File: src/rtl/vctf_pkg.sv
// ----------------------------------------------------------------------------
// vctf_pkg
// Types and codes shared by the vertex component to float conversion block.
// ----------------------------------------------------------------------------
package vctf_pkg;

	localparam int unsigned RawW = 32;
	localparam int unsigned LzW = 5;
	localparam int unsigned KindW = 3;
	localparam int unsigned CfgIndexW = 1;
	localparam int unsigned CfgDataW = 3;

	localparam logic [CfgIndexW-1:0] CFG_KIND = 1'd0;
	localparam logic [CfgIndexW-1:0] CFG_NORM = 1'd1;

	typedef enum logic [KindW-1:0] {
		KIND_SBYTE  = 3'd0,
		KIND_UBYTE  = 3'd1,
		KIND_SSHORT = 3'd2,
		KIND_USHORT = 3'd3,
		KIND_UINT   = 3'd4,
		KIND_FLOAT  = 3'd5
	} kind_t;

	localparam logic [31:0] FLOAT_NEG_ONE = 32'hBF80_0000;
	localparam logic [31:0] FLOAT_ZERO = 32'h0000_0000;

	typedef struct packed {
		logic              sign;
		logic              zero;
		logic [RawW-1:0]   mag;
		logic [LzW-1:0]    lz;
	} dec_t;

endpackage

File: src/rtl/vctf_decode.sv
// ----------------------------------------------------------------------------
// vctf_decode
// Extracts sign and magnitude of the component and counts its leading zeros.
// ----------------------------------------------------------------------------
module vctf_decode (
	input  logic [31:0]          raw,
	input  logic [2:0]           kind,
	output vctf_pkg::dec_t       dec
);
	import vctf_pkg::*;

	logic [RawW-1:0] mag;
	logic            sign;
	logic [LzW-1:0]  lz;

	always_comb begin
		sign = 1'b0;
		mag = raw;
		case (kind)
			KIND_SBYTE: begin
				sign = raw[7];
				mag = raw[7] ? {24'd0, 8'(-raw[7:0])} : {24'd0, raw[7:0]};
				if (raw[7:0] == 8'h80) begin
					mag = 32'd128;
				end
			end
			KIND_UBYTE: mag = {24'd0, raw[7:0]};
			KIND_SSHORT: begin
				sign = raw[15];
				mag = raw[15] ? {16'd0, 16'(-raw[15:0])} : {16'd0, raw[15:0]};
				if (raw[15:0] == 16'h8000) begin
					mag = 32'd32768;
				end
			end
			KIND_USHORT: mag = {16'd0, raw[15:0]};
			default: mag = raw;
		endcase
	end

	always_comb begin
		lz = '0;
		for (int i = 0; i < RawW; i++) begin
			if (mag[i]) begin
				lz = LzW'(RawW - 1 - i);
			end
		end
	end

	assign dec.sign = sign;
	assign dec.zero = (mag == '0);
	assign dec.mag = mag;
	assign dec.lz = lz;

endmodule

File: src/rtl/vctf_round.sv
// ----------------------------------------------------------------------------
// vctf_round
// Normalizes the magnitude, scales by the type maximum when asked, and
// rounds to nearest even into a single-precision pattern.
// ----------------------------------------------------------------------------
module vctf_round (
	input  vctf_pkg::dec_t dec,
	input  logic [31:0]    raw,
	input  logic [2:0]     kind,
	input  logic           norm,
	output logic [31:0]    result
);
	import vctf_pkg::*;

	logic [63:0] win;
	logic [63:0] win_sh;
	logic [31:0] plain_sh;
	logic [4:0]  k;
	logic [3:0]  sh;
	logic        scale;
	logic        clamp;
	logic [23:0] m24;
	logic        rnd;
	logic        sticky;
	logic        up;
	logic [24:0] sum;
	logic [8:0]  expo;
	logic [7:0]  expo_f;
	logic [22:0] frac;
	logic [31:0] packed_f;

	assign scale = norm && (kind == KIND_SBYTE || kind == KIND_UBYTE ||
		kind == KIND_SSHORT || kind == KIND_USHORT);

	always_comb begin
		k = 5'd16;
		win = {4{dec.mag[15:0]}};
		case (kind)
			KIND_SBYTE: begin
				k = 5'd7;
				win = {{9{dec.mag[6:0]}}, 1'b0};
			end
			KIND_UBYTE: begin
				k = 5'd8;
				win = {8{dec.mag[7:0]}};
			end
			KIND_SSHORT: begin
				k = 5'd15;
				win = {{4{dec.mag[14:0]}}, 4'd0};
			end
			default: begin
				k = 5'd16;
				win = {4{dec.mag[15:0]}};
			end
		endcase
	end

	assign sh = 4'(dec.lz - (5'd0 - k));
	assign win_sh = win << sh;
	assign plain_sh = dec.mag << dec.lz;
	assign clamp = dec.sign &&
		((kind == KIND_SBYTE && dec.mag == 32'd128) ||
		(kind == KIND_SSHORT && dec.mag == 32'd32768));

	always_comb begin
		if (scale) begin
			m24 = win_sh[63:40];
			rnd = win_sh[39];
			sticky = 1'b1;
			expo = 9'd158 - {4'd0, dec.lz} - {4'd0, k};
		end else begin
			m24 = plain_sh[31:8];
			rnd = plain_sh[7];
			sticky = |plain_sh[6:0];
			expo = 9'd158 - {4'd0, dec.lz};
		end
		up = rnd && (sticky || m24[0]);
		sum = {1'b0, m24} + {24'd0, up};
		expo_f = sum[24] ? 8'(expo + 9'd1) : expo[7:0];
		frac = sum[24] ? sum[23:1] : sum[22:0];
		packed_f = {dec.sign, expo_f, frac};
	end

	always_comb begin
		case (kind)
			KIND_FLOAT: result = raw;
			KIND_SBYTE, KIND_UBYTE, KIND_SSHORT, KIND_USHORT, KIND_UINT: begin
				if (dec.zero) begin
					result = FLOAT_ZERO;
				end else if (scale && clamp) begin
					result = FLOAT_NEG_ONE;
				end else begin
					result = packed_f;
				end
			end
			default: result = FLOAT_ZERO;
		endcase
	end

endmodule

File: src/rtl/vertex_component_to_float_core.sv
// ----------------------------------------------------------------------------
// vertex_component_to_float_core
// Converts raw vertex attribute components into single-precision patterns.
// ----------------------------------------------------------------------------
// One component is taken per cycle while in_stall is low, and its result
// passes through the input register, a decode register after the stage
// that finds the leading one, and the output register after the rounding
// stage before it is presented. The whole pipeline holds while a result
// waits under out_stall.
module vertex_component_to_float_core (
	input  logic        clk,
	input  logic        arst_n,
	input  logic        cfg_we,
	input  logic [vctf_pkg::CfgIndexW-1:0] cfg_index,
	input  logic [vctf_pkg::CfgDataW-1:0]  cfg_data,
	input  logic        in_valid,
	output logic        in_stall,
	input  logic [31:0] raw_component,
	input  logic        is_last_in,
	output logic        out_valid,
	input  logic        out_stall,
	output logic [31:0] float_bits,
	output logic        is_last_out
);
	import vctf_pkg::*;

	logic [2:0]  kind_q;
	logic        norm_q;
	logic        advance;
	logic        vld_s1, vld_s2;
	logic [31:0] raw_s1, raw_s2;
	logic        last_s1, last_s2;
	dec_t        dec_c, dec_s2;
	logic [31:0] result_c;

	always_ff @(posedge clk or negedge arst_n) begin
		if (!arst_n) begin
			kind_q <= KIND_SBYTE;
			norm_q <= 1'b0;
		end else if (cfg_we) begin
			if (cfg_index == CFG_KIND) begin
				kind_q <= cfg_data;
			end
			if (cfg_index == CFG_NORM) begin
				norm_q <= cfg_data[0];
			end
		end
	end

	assign advance = !out_valid || !out_stall;
	assign in_stall = !advance;

	always_ff @(posedge clk or negedge arst_n) begin
		if (!arst_n) begin
			vld_s1 <= 1'b0;
			vld_s2 <= 1'b0;
			out_valid <= 1'b0;
		end else if (advance) begin
			vld_s1 <= in_valid;
			vld_s2 <= vld_s1;
			out_valid <= vld_s2;
		end
	end

	always_ff @(posedge clk) begin
		if (advance) begin
			raw_s1 <= raw_component;
			last_s1 <= is_last_in;
			raw_s2 <= raw_s1;
			last_s2 <= last_s1;
			dec_s2 <= dec_c;
			float_bits <= result_c;
			is_last_out <= last_s2;
		end
	end

	vctf_decode u_decode (
		.raw  (raw_s1),
		.kind (kind_q),
		.dec  (dec_c)
	);

	vctf_round u_round (
		.dec    (dec_s2),
		.raw    (raw_s2),
		.kind   (kind_q),
		.norm   (norm_q),
		.result (result_c)
	);

	a_stall_cause: assert property (@(posedge clk) disable iff (!arst_n)
		in_stall |-> (out_valid && out_stall))
		else $error("input stalled without a held result");
	a_fill: assert property (@(posedge clk) disable iff (!arst_n)
		(vld_s2 && advance) |=> out_valid)
		else $error("result lost between stages");
	a_hold: assert property (@(posedge clk) disable iff (!arst_n)
		(!advance) |=> (vld_s1 == $past(vld_s1) && vld_s2 == $past(vld_s2)))
		else $error("pipeline moved while held");

endmodule
File: config.mk
export PLATFORM = sky130hd
export DESIGN_NAME = vertex_component_to_float_core
export DESIGN_NICKNAME = d
export VERILOG_FILES = /design/src/rtl/vctf_pkg.sv /design/src/rtl/vctf_decode.sv /design/src/rtl/vctf_round.sv /design/src/rtl/vertex_component_to_float_core.sv
export SDC_FILE = /design/constraint.sdc
export NUM_CORES = 1
export LEC_CHECK = 0
export ABC_AREA = 1
export BUFFER_PORTS_ARGS = -buffer_cell sky130_fd_sc_hd__buf_2
export CAP_MARGIN = 10
export CORE_MARGIN = 4
export CORE_UTILIZATION = 50
export DETAILED_ROUTE_END_ITERATION = 12
export PLACE_DENSITY = 0.71
export SYNTH_ARGS = -nofsm -noshare
export SYNTH_HDL_FRONTEND = slang
export SYNTH_SLANG_ARGS = --single-unit
File: constraint.sdc
create_clock -name clk -period 5.1 [get_ports clk]
set_input_delay 1.02 -clock clk [delete_from_list [all_inputs] [get_ports clk]]
set_output_delay 1.02 -clock clk [all_outputs]
set_load 0.05 [all_outputs]
## After elaboration in Yosys (flattened, before gate mapping)

Cells that the tools add are included.

- $add $sub $neg: 8
- Divide/modulo/power cells: 0
- Multipliers: 0
- Reduce and logical (&&, ||, !) cells: 25
- Shift operators: 2
- Multiplexer cells: 48
- Order comparisons: 0
- Bitwise operators: 1
- Equality and inequality tests: 9

Operator list:

| cell | number |
|---|---|
| $pmux W64 S3 | 1 |
| $mux W32 | 4 |
| $pmux W32 S4 | 1 |
| $mux W5 | 16 |
| $pmux W32 S2 | 1 |
| $shl A64 B4 Y64 | 1 |
| $eq A32 B16 Y1 const B | 1 |
| $eq A32 B8 Y1 const B | 1 |
| $logic_not A32 Y1 | 1 |
| $mux W4 | 8 |
| $shl A32 B5 Y32 | 1 |
| $add A24 B1 Y25 | 1 |
| $mux W24 | 1 |
| $mux W8 | 3 |
| $mux W23 | 1 |
| $eq A16 B16 Y1 const B | 1 |
| $mux W16 | 1 |
| $neg A16 Y16 | 1 |
| $reduce_or A16 Y1 | 1 |
| $pmux W5 S3 | 1 |
| $mux W3 | 4 |
| $add A8 B1 Y8 const B | 1 |
| $eq A8 B8 Y1 const B | 1 |
| $neg A8 Y8 | 1 |
| 21 further kinds | 39 |

- Bits of input ports: 42
- Output and inout bits: 35
- Memories: 0
- RAM bits: 0
- Register bits after elaboration: 145
- Memory bits (read-only): 0
- Latch bits: 0

## Logic depth before layout (Yosys ltp)

- Word-level depth: 35
- Gate-level depth with buffers: 38
- Mapped depth without buffers: 38

## Hierarchy

A second synthesis with hierarchy kept.

- Cell total of the unflattened synthesis: 1857
- Area total of the unflattened synthesis: 12527.0 µm²

By module, submodules not included:

| module | times used | sequential area each (µm²) | cells each | area each (µm²) |
|---|---|---|---|---|
| vctf_round | 1 | 0.0 | 1419 | 6840.3 |
| vertex_component_to_float_core | 1 | 4319.1 | 170 | 4423.0 |
| vctf_decode | 1 | 0.0 | 268 | 1263.7 |

## Worst setup path before layout

OpenSTA, ideal clock, no wires.

- Path type: input -> output
- Start point: input out_stall
- End point: output in_stall
- Setup slack: -1.132 ns
- Stages: 2
- Data arrival time: 5.212 ns
- Path buffers: 0
- Data required time: 4.080 ns
- Cells stage by stage: nand2_1 -> inv_1

- Longest elaborated chain between the ends: 3

RTL lines:

| item | RTL line | source |
|---|---|---|
| start: declaration | vertex_component_to_float_core.sv:21 | `input logic out_stall,` |
| $logic_not A1 Y1 | vertex_component_to_float_core.sv:50 | `assign advance = !out_valid \|\| !out_stall;` |
| $logic_or A1 B1 Y1 | vertex_component_to_float_core.sv:50 |  |
| $logic_not A1 Y1 | vertex_component_to_float_core.sv:51 | `assign in_stall = !advance;` |
| end: declaration | vertex_component_to_float_core.sv:17 | `output logic in_stall,` |

No other way between the ends.

## Worst setup path after layout

- Start point: register kind_q[0]
- End point: register float_bits[0] (data pin)

- Longest elaborated chain between the ends: 13

RTL lines:

| item | RTL line | source |
|---|---|---|
| start: declaration | vertex_component_to_float_core.sv:27 | `logic [2:0] kind_q;` |
| start signal: assignment | vertex_component_to_float_core.sv:42 | `kind_q <= cfg_data;` |
| $eq A3 B2 Y1 (tied with other cells) | n/a |  |
| $pmux W5 S3 or $logic_or A1 B1 Y1 (tied branches) | vctf_round.sv:38, vctf_round.sv:32 |  |
| $sub A1 B4 Y4 or $logic_or A1 B1 Y1 (tied branches) | vctf_round.sv:58, vctf_round.sv:32 |  |
| $sub A4 B4 Y4 or $logic_or A1 B1 Y1 (tied branches) | vctf_round.sv:58, vctf_round.sv:33 |  |
| $shl A64 B4 Y64 or $logic_and A1 B1 Y1 (tied branches) | vctf_round.sv:59, vctf_round.sv:32 |  |
| $mux W24 or $mux W1 (tied branches) | vctf_round.sv:66 | `if (scale) begin` |
| $logic_or A1 B1 Y1 | vctf_round.sv:77 | `up = rnd && (sticky \|\| m24[0]);` |
| $logic_and A1 B1 Y1 | vctf_round.sv:77 |  |
| $add A24 B1 Y25 | vctf_round.sv:78 | `sum = {1'b0, m24} + {24'd0, up};` |
| $mux W23 | vctf_round.sv:80 | `frac = sum[24] ? sum[23:1] : sum[22:0];` |
| $mux W32 | vctf_round.sv:90 | `end else if (scale && clamp) begin` |
| $mux W32 | vctf_round.sv:88 | `if (dec.zero) begin` |
| $pmux W32 S2 * | vctf_round.sv:85 | `case (kind)` |
| net result_c[0] | vertex_component_to_float_core.sv:34 | `logic [31:0] result_c;` |
| end signal: assignment | vertex_component_to_float_core.sv:72 | `float_bits <= result_c;` |
| end: declaration | vertex_component_to_float_core.sv:22 | `output logic [31:0] float_bits,` |

Mark *: on every way through the listed nets, which the timed path passes. The rest lies on a longest branch.
A chain may end at the register's enable or synchronous reset.

==> run summary <==
Port buffer count -> 76
Dpl ws -> 0.3142 ns
Final setup vio count -> 0
CP required -> 5.26 ns
CP dominant cell by count -> inv_1
Core area -> 0.02196 mm²
DRT iter0 DRCs -> 1241
Synthesized area per cell -> 7.064 µm²
Layout Skew -> 0.02039 ns
Seq cells post-synth -> 145
Commonest non-fill, non-tap cells in the layout -> nand2_1, o21ai_0, inv_1
Max VDD drop -> 318.8 µV
Crit path cell chain -> nor2_4 > ha_1 > inv_1 > fa_1 > clkinvlp_4 > o21ai_0 > o21ai_1 > nand2_1 > o31ai_1 > o22ai_1 > ha_1 > inv_1 > nor3_4 > nand3_2 > nor2_4 > nand2_4 > nor2_8 > inv_1 > o211ai_1 > nand2_1
Initial core utilization -> 51.21%
Worst min-delay path class -> in -> async
TNS Setup -> 0 ns
Tightest Pin Transition -> 0.8913 ns
Final Cycle Share -> 92.51%
Grt ovf -> 0
Ys flop type -> edfxtp_1
Wire length per cell -> 18.89 µm
Post-layout util -> 57.45%
Synth unique cells -> 61
Async SR Flop Fraction -> 4.828%
Crit path max fanout -> 16
Status -> finished, final reports clean
Synth warnings -> 0
Number of global-route vias before repair -> 10370
Met1 usage -> 42.95%
# diodes -> 0
Routing usage on met2 -> 45.60%
Root Buffer -> clkbuf_16
First-pass GRT wire length -> 57.01 mm
Clock buffer depth -> 2
Crit end category -> register
Final worst slack -> 0.3821 ns
Highest clock rate -> 212.0 MHz
Pwr/cell area -> 600.8 mW/mm²
Power, Total -> 7.580 mW
Final Non-Filler Cells -> 1950
IO Count -> 77
CTS tree -> done
Area Growth Syn to Fin -> 12.18%
Largest net degree at the start of global routing -> 75
WS Path Type -> reg -> reg
Final hold vios -> 0
Initial antenna violation count -> 0
Via count -> 11340
Synth Instances -> 1592
Hold Slack -> 0.3958 ns
Max-Cap Viols -> 0
Seq/Total Area, Yosys -> 38.41%
Die X -> 158.0 µm
Most utilized layer in the global route result -> met2
Die area -> 0.02495 mm²
H-tree depth -> 4
Post-synth EDFFs -> 138
DRC viols -> 0
WP data arrival -> 4.88 ns
Finished Cell Area -> 0.01262 mm²
Mapped Nets -> 1649
Final Max Tran Viols -> 0
Num CTS Buffers -> 17
Lkg Pwr -> 5.693 nW
Placed insts -> 1908
Drt via density -> 5.815
CTS sink cnt -> 145
Final HPWL DP -> 28.46 mm
Final GP Congestion -> 0.9786
Startpoint Class -> register
Share of cells above drive strength 1 -> 11.38%
Dpl cell area -> 0.01194 mm²
CP peak stage delay -> 0.56 ns
Final nets -> 1714
Fin crit period -> 4.718 ns
Mapped cell area -> 0.01125 mm²
Total GRT Usage -> 29.61%
Most common cell after layout, fill and taps aside -> nand2_1
Die H -> 158.0 µm
Max stage delay cell, worst path -> fa_1
Worst-Skew Late Latency -> 0.44 ns
Reg clk slew, reported paths -> 0.08 ns
Met3 Use GR -> 4.729%
WL final -> 36.84 mm
Rel. slew slack -> 40.58%
Router iterations before antenna repair -> 5
Routed Antenna Nets -> 0
Rows -> 54
==> cell families after synthesis <==
| group | synth area share, % |
|---|---|
| muxes | 1.691 |
| adders and majority gates | 1.802 |
| buffers and inverters | 8.222 |
| and+or+nand+nor | 28.40 |
| AOI/OAI and AO/OA | 19.15 |
| xor gates and xnor gates | 2.325 |
| DFF | 38.41 |
==> worst max-delay path: cells and delay by family, from the launching register on <==
family,cells,cell delay [ns]
adder cells (fa/ha/maj),3,0.93
buffers and inverters,4,0.51
AND/OR/NAND/NOR,8,1.28
AO/OA/AOI/OAI,5,1.22
flip-flops,1,0.50
==> power by group <==
group / internal, mW / switching, mW / total (mW) / leakage [nW]
clock network: 0.701 / 0.585 / 1.29 / 0.294
logic: 1.23 / 3.02 / 4.26 / 3.88
registers: 1.74 / 0.301 / 2.04 / 1.52
total: 3.67 / 3.91 / 7.58 / 5.69
==> flip-flops by register name, summed over array words and instances, names as in the netlist <==
register,cells
dec_s2,39
raw_s2,32
is_last_out,1
last_s2,1
vld_s1,1
out_valid,1
float_bits,32
norm_q,1
vld_s2,1
kind_q,3
last_s1,1
raw_s1,32
==> what timing repair did <==
item | in CTS | in global routing
hold buffers | 0 | 0
buffers inserted | 0 | 10
resized for setup | 0 | 5
endpoints found under the setup margin | 0 | 14
==> path summary, 6_finish.rpt <==
path	cells after the start	start	slack, ns	endpoint
min in group clk	0	last_s2$_DFFE_PN_	0.43	is_last_out$_DFFE_PN_
worst min-delay path	1	arst_n	0.40	norm_q$_DFFE_PN0P_
worst min register to register	0	last_s2$_DFFE_PN_	0.43	is_last_out$_DFFE_PN_
worst max-delay path	20	kind_q[0]$_DFFE_PN0P_	0.38	float_bits[0]$_DFFE_PN_
max in group asynchronous	1	arst_n	4.54	kind_q[1]$_DFFE_PN0P_
worst max register to register	20	kind_q[0]$_DFFE_PN0P_	0.38	float_bits[0]$_DFFE_PN_
==> Yosys cell counts (13+ instances only) <==
| library cell | n | share of area (%) |
|---|---|---|
| inv_1 | 156 | 5.2 |
| mux2i_1 | 19 | 1.7 |
| a31oi_1 | 30 | 1.7 |
| a21oi_1 | 50 | 2.2 |
| edfxtp_1 | 138 | 37 |
| ha_1 | 13 | 1.4 |
| clkbuf_1 | 48 | 1.6 |
| nor2_1 | 141 | 4.7 |
| o21ai_0 | 196 | 8.7 |
| nand2_1 | 494 | 16 |
| nand3_1 | 76 | 3.4 |
| o21ai_1 | 28 | 1.2 |
| o211ai_1 | 19 | 1.3 |
| xor2_1 | 22 | 1.7 |
==> per-layer routing <==
layer / up-vias / wire [µm]
met2: 554 / 16420
met5: - / 0
met1: 5188 / 16150
met3: 82 / 3092
met4: 0 / 1188
li1: 5515 / -
==> cell type report <==
cell class	instances	area, µm²
inverter	163	619.3
timing repair buffer	119	706.9
clock buffer	18	429.2
tap	280	350.3
sequential	145	4319
multi-input combinational	1211	6028
clock inverter	14	162.7
fill	2031	9343
No activity file was read; power rests on OpenSTA's default activity.
